==> src/hdl/rsfr_pkg.sv <==
// shared types, character codes and helpers for the radio state frame receiver
`timescale 1ns / 1ps

package rsfr_pkg;

    localparam logic [7:0] CHAR_STATE_START = 8'h7B;
    localparam logic [7:0] CHAR_ERR_START   = 8'h21;
    localparam logic [7:0] CHAR_AMP         = 8'h26;
    localparam logic [7:0] CHAR_SLASH       = 8'h2F;
    localparam logic [7:0] CHAR_UPPER_A     = 8'h41;
    localparam logic [7:0] CHAR_UPPER_Z     = 8'h5A;
    localparam logic [7:0] CHAR_LOWER_A     = 8'h61;
    localparam logic [7:0] CHAR_LOWER_Z     = 8'h7A;
    localparam logic [7:0] CHAR_DIGIT_0     = 8'h30;
    localparam logic [7:0] CHAR_DIGIT_9     = 8'h39;
    localparam logic [7:0] ODD_BIT_MASK     = 8'hAA;
    localparam logic [7:0] EVEN_BIT_MASK    = 8'h55;
    localparam logic [5:0] SYM_AMP          = 6'd62;
    localparam logic [5:0] SYM_SLASH        = 6'd63;
    localparam logic [5:0] SYM_LOWER_BASE   = 6'd26;
    localparam logic [5:0] SYM_DIGIT_BASE   = 6'd52;
    localparam int         FRAME_SYMBOLS    = 8;

    typedef struct packed {
        logic       is_state_start;
        logic       is_err_start;
        logic       is_sym;
        logic [5:0] value;
        logic [4:0] weight;
    } t_dec;

    typedef struct packed {
        logic [3:0]  boards_connected;
        logic [1:0]  injector_valve;
        logic [1:0]  vent_valve;
        logic [9:0]  tank_press;
        logic        bus_powered;
        logic        errors_present;
        logic [13:0] bus_battery_mv;
        logic [13:0] vent_battery_mv;
    } t_telemetry;

    function automatic logic [2:0] popcount8(input logic [7:0] v);
        logic [2:0] n;
        n = 3'd0;
        for (int k = 0; k < 8; k++) begin
            n = n + {2'b00, v[k]};
        end
        return n;
    endfunction

endpackage

==> src/hdl/rsfr_sym_decode.sv <==
// byte classifier: frame starts, alphabet value and checksum weight
`timescale 1ns / 1ps

module rsfr_sym_decode
    import rsfr_pkg::*;
(
    input  logic [7:0] i_byte,
    output t_dec       o_dec
);

    logic [7:0] w_off_upper;
    logic [7:0] w_off_lower;
    logic [7:0] w_off_digit;
    logic [2:0] w_odd_cnt;
    logic [2:0] w_even_cnt;

    assign w_off_upper = i_byte - CHAR_UPPER_A;
    assign w_off_lower = i_byte - CHAR_LOWER_A;
    assign w_off_digit = i_byte - CHAR_DIGIT_0;
    assign w_odd_cnt   = popcount8(i_byte & ODD_BIT_MASK);
    assign w_even_cnt  = popcount8(i_byte & EVEN_BIT_MASK);

    always_comb begin
        o_dec.is_state_start = (i_byte == CHAR_STATE_START);
        o_dec.is_err_start   = (i_byte == CHAR_ERR_START);
        o_dec.is_sym         = 1'b1;
        o_dec.value          = 6'd0;
        if (i_byte >= CHAR_UPPER_A && i_byte <= CHAR_UPPER_Z) begin
            o_dec.value = w_off_upper[5:0];
        end else if (i_byte >= CHAR_LOWER_A && i_byte <= CHAR_LOWER_Z) begin
            o_dec.value = w_off_lower[5:0] + SYM_LOWER_BASE;
        end else if (i_byte >= CHAR_DIGIT_0 && i_byte <= CHAR_DIGIT_9) begin
            o_dec.value = w_off_digit[5:0] + SYM_DIGIT_BASE;
        end else if (i_byte == CHAR_AMP) begin
            o_dec.value = SYM_AMP;
        end else if (i_byte == CHAR_SLASH) begin
            o_dec.value = SYM_SLASH;
        end else begin
            o_dec.is_sym = 1'b0;
        end
        o_dec.weight = {1'b0, w_odd_cnt, 1'b0} + ({2'b00, w_even_cnt} << 1)
                     + {2'b00, w_even_cnt};
    end

endmodule

==> src/hdl/rsfr_frame_ctrl.sv <==
// frame state, symbol store, checksum and telemetry unpack
`timescale 1ns / 1ps

module rsfr_frame_ctrl
    import rsfr_pkg::*;
(
    input  logic       i_clk,
    input  logic       i_rst_n,
    input  logic       i_en,
    input  t_dec       i_dec,
    output logic       o_hit,
    output t_telemetry o_telem
);

    localparam logic [1:0] MODE_IDLE  = 2'd0;
    localparam logic [1:0] MODE_STATE = 2'd1;
    localparam logic [1:0] MODE_ERROR = 2'd2;
    localparam logic [3:0] COUNT_FULL = 4'(FRAME_SYMBOLS);

    logic [1:0] r_mode, n_mode;
    logic [3:0] r_count, n_count;
    logic [5:0] r_sum, n_sum;
    logic [5:0] r_sym [FRAME_SYMBOLS];
    logic       w_store;

    always_comb begin
        n_mode  = r_mode;
        n_count = r_count;
        n_sum   = r_sum;
        w_store = 1'b0;
        o_hit   = 1'b0;
        if (i_dec.is_state_start) begin
            n_mode  = MODE_STATE;
            n_count = 4'd0;
            n_sum   = 6'd0;
        end else if (i_dec.is_err_start) begin
            n_mode  = MODE_ERROR;
            n_count = 4'd0;
            n_sum   = 6'd0;
        end else if (i_dec.is_sym) begin
            unique case (r_mode)
                MODE_ERROR: begin
                    n_count = r_count + 4'd1;
                    if (n_count >= COUNT_FULL) begin
                        n_mode  = MODE_IDLE;
                        n_count = 4'd0;
                    end
                end
                MODE_STATE: begin
                    if (r_count < COUNT_FULL) begin
                        w_store = 1'b1;
                        n_sum   = r_sum + {1'b0, i_dec.weight};
                        n_count = r_count + 4'd1;
                    end else begin
                        n_mode  = MODE_IDLE;
                        n_count = 4'd0;
                        n_sum   = 6'd0;
                        o_hit   = (i_dec.value == r_sum);
                    end
                end
                default: begin
                end
            endcase
        end
    end

    always_ff @(posedge i_clk) begin
        if (!i_rst_n) begin
            r_mode  <= MODE_IDLE;
            r_count <= 4'd0;
            r_sum   <= 6'd0;
        end else if (i_en) begin
            r_mode  <= n_mode;
            r_count <= n_count;
            r_sum   <= n_sum;
        end
    end

    always_ff @(posedge i_clk) begin
        if (i_en && w_store) begin
            r_sym[r_count[2:0]] <= i_dec.value;
        end
    end

    always_comb begin
        o_telem.boards_connected = r_sym[0][5:2];
        o_telem.injector_valve   = r_sym[0][1:0];
        o_telem.vent_valve       = r_sym[1][5:4];
        o_telem.tank_press       = {r_sym[1][3:0], r_sym[2]};
        o_telem.bus_powered      = r_sym[3][5];
        o_telem.errors_present   = r_sym[3][4];
        o_telem.bus_battery_mv   = {r_sym[3][3:0], r_sym[4], r_sym[5][5:2]};
        o_telem.vent_battery_mv  = {r_sym[5][1:0], r_sym[6], r_sym[7]};
    end

endmodule

==> src/hdl/radio_state_frame_receiver.sv <==
// top level: input register, frame decode and telemetry result register
//
// channel  direction  handshake           payload
// input    in         i_valid / o_ready   i_rx_byte
// result   out        o_valid / i_ready   o_boards_connected .. o_vent_battery_mv
//
// one word per cycle sustained while the result is not stalled; o_valid rises after a good
// checksum word is accepted, once it has passed the input register, then the result register
// reset clears frame mode, count, sum and both valid flags
// a stalled result holds the word in the input register, which in turn
// drops o_ready until the result is taken
`timescale 1ns / 1ps

module radio_state_frame_receiver
    import rsfr_pkg::*;
(
    input  logic        i_clk,
    input  logic        i_rst_n,
    input  logic        i_valid,
    output logic        o_ready,
    input  logic [7:0]  i_rx_byte,
    output logic        o_valid,
    input  logic        i_ready,
    output logic [3:0]  o_boards_connected,
    output logic [1:0]  o_injector_valve,
    output logic [1:0]  o_vent_valve,
    output logic [9:0]  o_tank_press,
    output logic        o_bus_powered,
    output logic        o_errors_present,
    output logic [13:0] o_bus_battery_mv,
    output logic [13:0] o_vent_battery_mv
);

    logic       r_in_valid;
    logic [7:0] r_in_byte;
    logic       r_out_valid, n_out_valid;
    t_telemetry r_out;
    t_dec       w_dec;
    t_telemetry w_telem;
    logic       w_hit;
    logic       w_fire;

    assign w_fire  = r_in_valid && (!r_out_valid || i_ready);
    assign o_ready = !r_in_valid || w_fire;

    always_ff @(posedge i_clk) begin
        if (!i_rst_n) begin
            r_in_valid <= 1'b0;
        end else if (o_ready) begin
            r_in_valid <= i_valid;
        end
    end

    always_ff @(posedge i_clk) begin
        if (o_ready && i_valid) begin
            r_in_byte <= i_rx_byte;
        end
    end

    rsfr_sym_decode u_decode (
        .i_byte (r_in_byte),
        .o_dec  (w_dec)
    );

    rsfr_frame_ctrl u_frame (
        .i_clk   (i_clk),
        .i_rst_n (i_rst_n),
        .i_en    (w_fire),
        .i_dec   (w_dec),
        .o_hit   (w_hit),
        .o_telem (w_telem)
    );

    always_comb begin
        n_out_valid = r_out_valid && !i_ready;
        if (w_fire && w_hit) begin
            n_out_valid = 1'b1;
        end
    end

    always_ff @(posedge i_clk) begin
        if (!i_rst_n) begin
            r_out_valid <= 1'b0;
        end else begin
            r_out_valid <= n_out_valid;
        end
    end

    always_ff @(posedge i_clk) begin
        if (w_fire && w_hit) begin
            r_out <= w_telem;
        end
    end

    assign o_valid            = r_out_valid;
    assign o_boards_connected = r_out.boards_connected;
    assign o_injector_valve   = r_out.injector_valve;
    assign o_vent_valve       = r_out.vent_valve;
    assign o_tank_press       = r_out.tank_press;
    assign o_bus_powered      = r_out.bus_powered;
    assign o_errors_present   = r_out.errors_present;
    assign o_bus_battery_mv   = r_out.bus_battery_mv;
    assign o_vent_battery_mv  = r_out.vent_battery_mv;

    a_no_advance_on_stall: assert property (@(posedge i_clk) disable iff (!i_rst_n)
        (r_out_valid && !i_ready) |-> !w_fire)
        else $error("frame logic advanced while result was stalled");

    a_result_from_hit: assert property (@(posedge i_clk) disable iff (!i_rst_n)
        (o_valid && !$past(o_valid)) |-> $past(w_fire && w_hit))
        else $error("result appeared without a checksum match");

    a_hit_is_symbol: assert property (@(posedge i_clk) disable iff (!i_rst_n)
        w_hit |-> (w_dec.is_sym && !w_dec.is_state_start && !w_dec.is_err_start))
        else $error("checksum match on a non alphabet word");

endmodule

==> config.mk <==
export PLATFORM = sky130hd
export DESIGN_NAME = radio_state_frame_receiver
export DESIGN_NICKNAME = d
export VERILOG_FILES = /design/src/hdl/rsfr_pkg.sv /design/src/hdl/rsfr_sym_decode.sv /design/src/hdl/rsfr_frame_ctrl.sv /design/src/hdl/radio_state_frame_receiver.sv
export SDC_FILE = /design/constraint.sdc
export NUM_CORES = 1
export LEC_CHECK = 0
export ABC_CLOCK_PERIOD_IN_PS = 5700
export CORE_ASPECT_RATIO = 0.75
export CORE_MARGIN = 4
export CORE_UTILIZATION = 40
export CTS_CLUSTER_DIAMETER = 100
export CTS_CLUSTER_SIZE = 25
export DETAILED_ROUTE_END_ITERATION = 16
export DONT_BUFFER_PORTS = 1
export GPL_TIMING_DRIVEN = 0
export SLEW_MARGIN = 15
export SYNTH_ARGS = -nofsm -noshare
export SYNTH_HDL_FRONTEND = slang
export SYNTH_SLANG_ARGS = --single-unit
export TNS_END_PERCENT = 5
==> constraint.sdc <==
create_clock -name i_clk -period 5.7 [get_ports i_clk]
set_clock_uncertainty 0.2 [all_clocks]
set_input_delay 0.285 -clock i_clk [delete_from_list [all_inputs] [get_ports i_clk]]
set_output_delay 0.285 -clock i_clk [all_outputs]
set_load 0.005 [all_outputs]
==> run metrics, run 1 <==
status=finished, final reports clean; total power=0.00226 W; crit share post-route=76.5%; Clock transition at path regs=0.06 ns; TritonCTS sink count=118; Final Hold Viols=0; Post-Syn Instances=353; # DRC=0; Worst setup SP type=register; Yosys cell types=66; hpwl dp=6970 um; TritonRoute pass-1 iters=4; clk buf depth=2; Iter 0 DRT Violations=191; gr usage total=14.7%; Antenna Nets Post-Route=0; Die X=139 um; Final Max Tran Viols=0; Area growth syn-to-layout=18.6%; initial antenna violation count=0; Die Height=107 um; EDFF count, synth=104; Root Driver=clkbuf_16; DP Worst Slack=1.19 ns; Setup CP Type=reg -> reg; WL final=10300 um; Vias=2922; f_max=229 MHz; Min Hold Slack=0.0556 ns; largest net degree at the start of global routing=37; FF-to-FF path depth=11; Max Cap Viol=0; num rows=35; Syn Area/Cell=14.7 um^2; CP required=5.60 ns; CP max FO=36; I/O pin count=62; Fill cells=1070; Synth Register Bits=118; die area=14800 um^2; wire per inst=18.2 um; Post-synth ARST share=0%; layout cells sized above 1=16.1%; cell area after layout=6140 um^2; vias in the first global route=3013; ant diodes=0; CP arrival=4.26 ns; RePlAce Congestion=0.880; Post-Syn Area=5180 um^2; Synth Net Count=397; CTS tree=built; Core Region=12500 um^2; PD cells=368 nW/um^2; via density per instance=5.18; fin nets=429; port bufs=0; min Tclk post-route=4.36 ns; Setup TNS=0 ns; RSZ-0062 raised after global routing=false; GRT Residual Overflow=0; H-tree levels=4; min-delay worst type=in -> reg; relative slew slack=31.9%; later-pin clock latency in the skew report=0.41 ns; Critical Path Sink Type=register; hold path cells=2; dpl cell area=5410 um^2; final setup fails=0; initial core utilization=41.5%; Inserted Clock Buffers=17; setup slack after layout=1.34 ns; Max VDD drop=218 uV; P_leak=2.27 nW; Synth warnings=0; Main synth FF type=edfxtp_1; worst-margin pin slew=1.02 ns; first-pass GRT wire length=16500 um; sequential cell area fraction in the yosys report=65.7%
Yosys cell counts (2+ instances only):
library cell | n | area, um^2
xor2_1 | 4 | 35.0
a211oi_1 | 2 | 15.0
ha_1 | 27 | 338
o311ai_0 | 2 | 17.5
and2b_2 | 4 | 35.0
nor2_1 | 13 | 48.8
inv_1 | 22 | 82.6
o21a_1 | 5 | 37.5
nor4_1 | 3 | 18.8
and2_1 | 3 | 18.8
nand2_1 | 15 | 56.3
nor3b_1 | 3 | 22.5
nor2b_1 | 14 | 87.6
clkbuf_1 | 4 | 15.0
edfxtp_1 | 104 | 3120
a22o_1 | 2 | 17.5
nand4_1 | 3 | 18.8
nand3_2 | 2 | 20.0
mux2i_1 | 3 | 30.0
xnor2_1 | 6 | 52.6
a31oi_1 | 2 | 12.5
fa_1 | 5 | 100
buf_6 | 3 | 33.8
nor3_1 | 9 | 45.0
dfxtp_1 | 14 | 280
a221oi_1 | 2 | 17.5
a21oi_1 | 19 | 95.1
nand3_1 | 3 | 15.0
clkbuf_8 | 2 | 27.5
a21o_1 | 4 | 30.0
and3_1 | 3 | 18.8
and3b_1 | 3 | 26.3
o21ai_0 | 6 | 30.0
o21ai_2 | 5 | 43.8
state kept, by name (all words and copies together) (netlist names):
name,count
o_errors_present,1
u_frame.r_sym,48
o_bus_powered,1
o_injector_valve,2
r_in_byte,8
o_vent_battery_mv,14
o_vent_valve,2
o_boards_connected,4
r_in_valid,1
o_tank_press,10
u_frame.r_sum,6
o_valid,1
o_bus_battery_mv,14
u_frame.r_count,4
u_frame.r_mode,2
per-layer routing:
layer,global-route usage [%],vias to the layer above,share of wire (%)
li1,-,1399,-
met1,19.1,1403,46
met2,22.9,104,46
met3,4.90,16,5.8
met4,5.87,0,2.0
met5,0,-,0
worst max-delay path, stage by stage (launching register included):
cell and delay (ns):
edfxtp_1 0.43, buf_2 0.28, inv_1 0.12, ha_1 0.30, and2b_2 0.24, o21a_1 0.21, or3_4 0.43, o21ai_2 0.50
xor2_1 0.13, a2111oi_0 0.37, and4b_2 0.56, buf_12 0.27
cell usage in the layout (no fill, tap or decap), types with 5 or more instances in the layout:
cell type,synthesis,final
edfxtp_1,104,104
ha_1,27,27
inv_1,22,22
a21oi_1,19,19
clkbuf_16,0,17
nand2_1,15,15
nor2b_1,14,14
dfxtp_1,14,14
nor2_1,13,13
dlygate4sd3_1,0,10
nor3_1,9,9
o21ai_0,6,6
xnor2_1,6,6
o21ai_2,5,5
o21a_1,5,5
fa_1,5,5
final timing paths:
path,start,end,slack (ns)
setup / recovery,r_in_byte[0],o_bus_battery_mv[5],1.34
setup reg to reg,r_in_byte[0],o_bus_battery_mv[5],1.34
hold / removal,i_ready,o_valid,0.06
hold reg to reg,u_frame.r_sym[5][0],o_vent_battery_mv[12],0.21
logic make-up after synthesis:
group / Yosys count / share of synthesized area, %
AND/OR/NAND/NOR: 91 / 10.5
flip-flops: 118 / 65.7
XOR/XNOR: 10 / 1.69
buffers and inverters: 32 / 3.17
multiplexers: 3 / 0.580
AO/OA/AOI/OAI: 67 / 9.84
adder cells (fa/ha/maj): 32 / 8.46
area by class of cell:
class	count	area, um^2	share of cell area, %
buffer	10	81.3	1.32
multi-input combinational	203	1610	26.3
inverter	22	82.6	1.35
tap	166	208	3.38
clock buffer	17	425	6.93
sequential	118	3400	55.4
clock inverter	15	194	3.16
timing repair buffer	13	133	2.16
timing repair:
| action | CTS | global route |
|---|---|---|
| endpoints found under the hold margin | 13 | 0 |
| buffers inserted | 0 | 0 |
| resized for setup | 0 | 0 |
| hold buffers | 10 | 0 |
per-stage QoR:
step	util, %	cells
detailed placement	43.3	520
floorplan	-	353
CTS	49.1	562
finish	49.2	564
global placement	43.1	519
global route	49.2	564
power by group:
part	internal (W)	switching [W]	total [W]
clock network	0.000699	0.000408	0.00111
logic	0.0000828	0.000116	0.000199
registers	0.000947	0.00000947	0.000956
Note: power is estimated with default switching activity, not from simulation.
==> run 2, diff against run 1 <==
--- a/config.mk
+++ b/config.mk
@@ -5,7 +5,7 @@
 export SDC_FILE = /design/constraint.sdc
 export NUM_CORES = 1
 export LEC_CHECK = 0
-export ABC_CLOCK_PERIOD_IN_PS = 5700
+export ABC_CLOCK_PERIOD_IN_PS = 4200
 export CORE_ASPECT_RATIO = 0.75
 export CORE_MARGIN = 4
 export CORE_UTILIZATION = 40
==> constraint.sdc (replaced) <==
create_clock -name i_clk -period 4.2 [get_ports i_clk]
set_clock_uncertainty 0.2 [all_clocks]
set_input_delay 0.21 -clock i_clk [delete_from_list [all_inputs] [get_ports i_clk]]
set_output_delay 0.21 -clock i_clk [all_outputs]
set_load 0.005 [all_outputs]
==> run 2 against run 1 <==
Sequential power is 36% higher. Cell count is 1.8% higher. Wire length is 6.6% higher. Die area stayed put. Global-route usage is 0.64 points higher. Non-clock buffer count is 7 higher. Clock-buffer cell count is 1 higher. Clock power is 21% higher. Core utilization is 0.87 points higher. Setup slack worse by 1.2 ns. Register-to-register slack worse by 1.2 ns.
==> run metrics, run 2 (synthesis gave the netlist of run 1 again) <==
CP cell instances=ha_1 > inv_1 > fa_1 > inv_1 > ha_4 > fa_2 > ha_1 > fa_1 > ha_4 > nor2b_2 > o21a_1 > nor2_1 > or4_1 > a21boi_1; most frequent cells in the layout=edfxtp_1, ha_1, inv_1; Die X=139 um; worst-margin pin slew=0.966 ns; vias in the first global route=3016; CP Buf/Inv Count=2; Max VDD drop=270 uV; via density per instance=5.28; FF-to-FF path depth=14; initial antenna violation count=0; Setup TNS=0 ns; status=finished, final reports clean; register-to-register setup slack=0.19 ns; hpwl dp=6960 um; P_leak=2.29 nW; CP required=4.33 ns; wire per inst=19.1 um; GRT Residual Overflow=0; ant diodes=0; CTS tree=built; Crit-path slowest cell=fa_1; CP top delay family=adder cells; Die Height=107 um; Antenna Nets Post-Route=0; Largest register FFs=48; port bufs=0; H-tree levels=4; Inserted Clock Buffers=17; WL final=11000 um; min-delay worst type=in -> reg; CP arrival=4.14 ns; final non-filler cell total=574; Final Hold Viols=0; total power=0.00295 W; Critical Path Sink=u_frame.r_sum[5]; # DRC=0; TritonRoute pass-1 iters=5; min Tclk post-route=4.01 ns; RR Endpoint=u_frame.r_sum[5]; largest stage delay on the critical path=0.50 ns; Clock transition at path regs=0.06 ns; Setup CP Type=reg -> reg; crit share post-route=95.6%; Crit. path cell count=14; Worst setup SP type=register; f_max=249 MHz; Core Region=12500 um^2; TritonCTS sink count=118; I/O pin count=62; layout cells sized above 1=19.9%; most common cell after layout, fill and taps aside=edfxtp_1; Final Max Tran Viols=0; relative slew slack=35.5%; PD cells=473 nW/um^2; gr usage total=15.4%; Max Cap Viol=0; Cells after DPL=520; reg2reg start=r_in_byte[2]; largest net degree at the start of global routing=17; fin nets=439; Layout Utilization=50.1%; RePlAce Congestion=0.885; initial core utilization=41.5%; clk buf depth=2; first-pass GRT wire length=17000 um; Iter 0 DRT Violations=226; RSZ-0062 raised after global routing=false; die area=14800 um^2; num rows=35; Root Driver=clkbuf_16; Area growth syn-to-layout=20.7%; final setup fails=0; CP max FO=3; Vias=3033; later-pin clock latency in the skew report=0.41 ns; CP startpoint=r_in_byte[2]; Critical Path Sink Type=register
run 2: worst register-to-register path, stage by stage, from the launching register on:
cell and delay (ns):
edfxtp_1 0.43, ha_1 0.30, inv_1 0.04, fa_1 0.39, inv_1 0.10, ha_4 0.21, fa_2 0.37, ha_1 0.20
fa_1 0.50, ha_4 0.30, nor2b_2 0.16, o21a_1 0.15, nor2_1 0.04, or4_1 0.40, a21boi_1 0.14
run 2: worst min path at each step:
stage                      start           end  slack [ns]  depth (start not counted)
global route             i_rst_n       o_valid        0.06                          2
finish                   i_rst_n       o_valid        0.03                          2
CTS                      i_rst_n       o_valid        0.02                          2
global placement    i_rx_byte[3]  r_in_byte[3]        0.11                          0
floorplan           i_rx_byte[0]  r_in_byte[0]        0.11                          0
detailed placement  i_rx_byte[1]  r_in_byte[1]        0.11                          0
run 2: layer usage:
metal | wire [um] | global-route usage, %
met3 | 699 | 4.86
met2 | 4960 | 23.1
met1 | 5210 | 21.4
met4 | 109 | 4.61
met5 | 0 | 0
run 2: repair_timing:
action                                  4_1_cts  5_1_grt
hold buffers                                 11        0
endpoints found under the setup margin       49       50
gates cloned                                  3        0
resized for setup                            10        7
hold endpoints to repair                     14        0
pin swaps                                     3        2
setup buffers                                 2        6
run 2: report_power, final:
part	internal [W]	switching [W]	leakage [nW]
logic	0.000140	0.000183	0.898
registers	0.00129	0.0000107	1.13
clock network	0.000816	0.000520	0.267
total	0.00224	0.000714	2.29
run 2: layout make-up:
| class | count | area (um^2) |
|---|---|---|
| clock inverters | 14 | 129 |
| flip-flops and latches | 118 | 3400 |
| multi-input cells | 206 | 1740 |
| fillers | 1089 | 6230 |
| well taps | 166 | 208 |
| repair buffers | 20 | 175 |
| clock buffers | 18 | 429 |
| plain buffers | 10 | 81.3 |
| inverters | 22 | 82.6 |
run 2: stage by stage:
step / hold slack (ns) / setup slack [ns] / area [um^2]
5_1_grt: 0.0587 / 0.00614 / 6250
3_3_place_gp: 0.109 / -0.457 / 5390
6_report: 0.0253 / 0.185 / 6250
3_5_place_dp: 0.109 / -0.543 / 5390
4_1_cts: 0.0222 / 0.0529 / 6150
2_1_floorplan: 0.109 / 0.327 / 5180
==> run 3, diff against run 2 <==
--- a/config.mk
+++ b/config.mk
@@ -5,7 +5,7 @@
 export SDC_FILE = /design/constraint.sdc
 export NUM_CORES = 1
 export LEC_CHECK = 0
-export ABC_CLOCK_PERIOD_IN_PS = 4200
+export ABC_CLOCK_PERIOD_IN_PS = 3300
 export CORE_ASPECT_RATIO = 0.75
 export CORE_MARGIN = 4
 export CORE_UTILIZATION = 40
@@ -14,6 +14,7 @@
 export DETAILED_ROUTE_END_ITERATION = 16
 export DONT_BUFFER_PORTS = 1
 export GPL_TIMING_DRIVEN = 0
+export REMOVE_ABC_BUFFERS = 1
 export SLEW_MARGIN = 15
 export SYNTH_ARGS = -nofsm -noshare
 export SYNTH_HDL_FRONTEND = slang
==> constraint.sdc (replaced) <==
create_clock -name i_clk -period 3.3 [get_ports i_clk]
set_clock_uncertainty 0.2 [all_clocks]
set_input_delay 0.165 -clock i_clk [delete_from_list [all_inputs] [get_ports i_clk]]
set_output_delay 0.165 -clock i_clk [all_outputs]
set_load 0.005 [all_outputs]
==> run 3 against run 2 <==
The flow now finishes with violations (negative hold slack, negative setup slack). Cell count is 3.1% higher. Setup slack worse by 0.64 ns. Sequential share of layout area is 4.0 points lower. Wire length is 3.1% higher. Die area stayed put. Largest power group unchanged.
==> run metrics, run 3 (synthesis gave the netlist of run 1 again) <==
die area=14800 um^2; gr usage total=15.1%; Flop pwr share=40.2%; CTS tree=built; GRT Residual Overflow=0; worst-margin pin slew=0.675 ns; Iter 0 DRT Violations=258; Final Max Tran Viols=0; TritonCTS sink count=118; first-pass GRT wire length=17100 um; Die X=139 um; RePlAce Congestion=0.859; f_max=266 MHz; Antenna Nets Post-Route=0; P_int=0.00315 W; I/O pin count=62; via density per instance=5.23; Hold Buf Count CTS=12; failing checks=negative hold slack, negative setup slack; vias in the first global route=3114; CP required=3.44 ns; Max Cap Viol=0; Worst Hold Endpoint=o_valid; min-delay worst type=in -> reg; RR Endpoint=u_frame.r_sum[5]; P_leak=2.45 nW; WL final=11300 um; hold path cells=1; fin nets=458; ant diodes=0; wire per inst=19.1 um; layout cells sized above 1=31.2%; DP Worst Slack=-1.19 ns; sw frac=23.1%; Die Height=107 um; most common cell after layout, fill and taps aside=edfxtp_1; FF-to-FF path depth=13; register area=3400 um^2; Min Hold Slack=-0.321 ns; later-pin clock latency in the skew report=0.41 ns; Inserted Clock Buffers=17; Clock transition at path regs=0.06 ns; Max VDD drop=419 uV; num rows=35; clk buf depth=2; Worst setup SP type=register; min Tclk post-route=3.76 ns; H-tree levels=4; CP max FO=2; crit share post-route=114%; Largest register FFs=48; Vias=3094; Layout Utilization=54.1%; # DRC=0; most frequent cells in the layout=edfxtp_1, buf_4, clkbuf_16; Area growth syn-to-layout=30.3%; clock network fraction of design power=47.0%; min-delay src=i_rst_n; PD cells=606 nW/um^2; RSZ-0062 raised after global routing=true; Root Driver=clkbuf_16; port bufs=0; initial antenna violation count=0; largest net degree at the start of global routing=19; NetSw=0.000944 W; Core Region=12500 um^2; hpwl dp=6560 um; final setup fails=64; status=complete, but fails checks; register-to-register setup slack=-0.46 ns; CP arrival=3.90 ns; reg2reg start=r_in_byte[2]; Multi-input gate area=1870 um^2; relative slew slack=54.8%; Setup CP Type=reg -> reg; Fill cells=1020; initial core utilization=41.5%; Critical Path Sink Type=register; TritonRoute pass-1 iters=4; setup slack after layout=-0.457 ns; Final Hold Viols=12; Comb pwr share=12.8%
==> run 3: power groups by stage <==
| stage | Sequential (W) | Clock, W | Combinational, W |
|---|---|---|---|
| after CTS | 0.00164 | 0.00196 | 0.000456 |
| after floorplan | 0.00168 | 0 | 0.000234 |
| after global placement | 0.00169 | 0 | 0.000309 |
| final | 0.00165 | 0.00192 | 0.000522 |
| after detailed placement | 0.00169 | 0 | 0.000317 |
| after global routing | 0.00165 | 0.00203 | 0.000564 |
==> run 3: area by class of cell <==
class | count | area share [%]
clock buffer | 17 | 6.30
clock inverter | 14 | 2.95
inverter | 22 | 1.41
multi-input combinational | 203 | 27.8
sequential | 118 | 50.4
tap | 166 | 3.08
timing repair buffer | 52 | 8.07
==> run 3: repair_timing <==
action / 4_1_cts / 5_1_grt
endpoints found under the setup margin: 126 / 100
pin swaps: 14 / 19
setup buffers: 18 / 19
endpoints found under the hold margin: 30 / 12
gates resized for setup: 29 / 39
gates cloned: 2 / 1
==> run 3: per-layer routing <==
layer / global-route usage, % / up-vias / routed length [um]
met4: 3.77 / 0 / 37
met2: 24.1 / 126 / 5420
li1: - / 1450 / -
met1: 20.0 / 1514 / 5030
met3: 5.13 / 4 / 823
met5: 0 / - / 0
==> run 3: how the worst max path moves through the flow <==
stage / startpoint / endpoint / cells after the start
after floorplan: r_in_byte[2] / o_boards_connected[0] / 9
after global placement: r_in_byte[2] / o_tank_press[1] / 9
after detailed placement: r_in_byte[2] / o_bus_battery_mv[11] / 10
after CTS: r_in_byte[2] / u_frame.r_sum[5] / 14
after global routing: r_in_byte[2] / u_frame.r_sum[5] / 14
final: r_in_byte[2] / u_frame.r_sum[5] / 13
==> run 3: worst max-delay path, cell delays in order, from the launching register on <==
cell and delay [ns]:
edfxtp_1 0.40, ha_1 0.32, inv_2 0.04, fa_2 0.52
inv_1 0.08, fa_2 0.38, ha_4 0.17, fa_2 0.45
ha_4 0.30, nor2b_4 0.14, o21a_1 0.14, nor2_1 0.04
or4_1 0.40, a21boi_1 0.13
==> run 3: stage by stage <==
step	area, um^2	TNS (ns)	total power, W	hold WS, ns	std cells
after global placement	5300	-138.50	0.00200	0.0639	509
after detailed placement	5330	-76.44	0.00201	0.0639	511
after CTS	6420	-7.31	0.00406	-0.334	574
final	6750	-10.27	0.00409	-0.321	592
after global routing	6750	-16.47	0.00424	-0.330	592
after floorplan	5100	-51.59	0.00192	0.0639	343
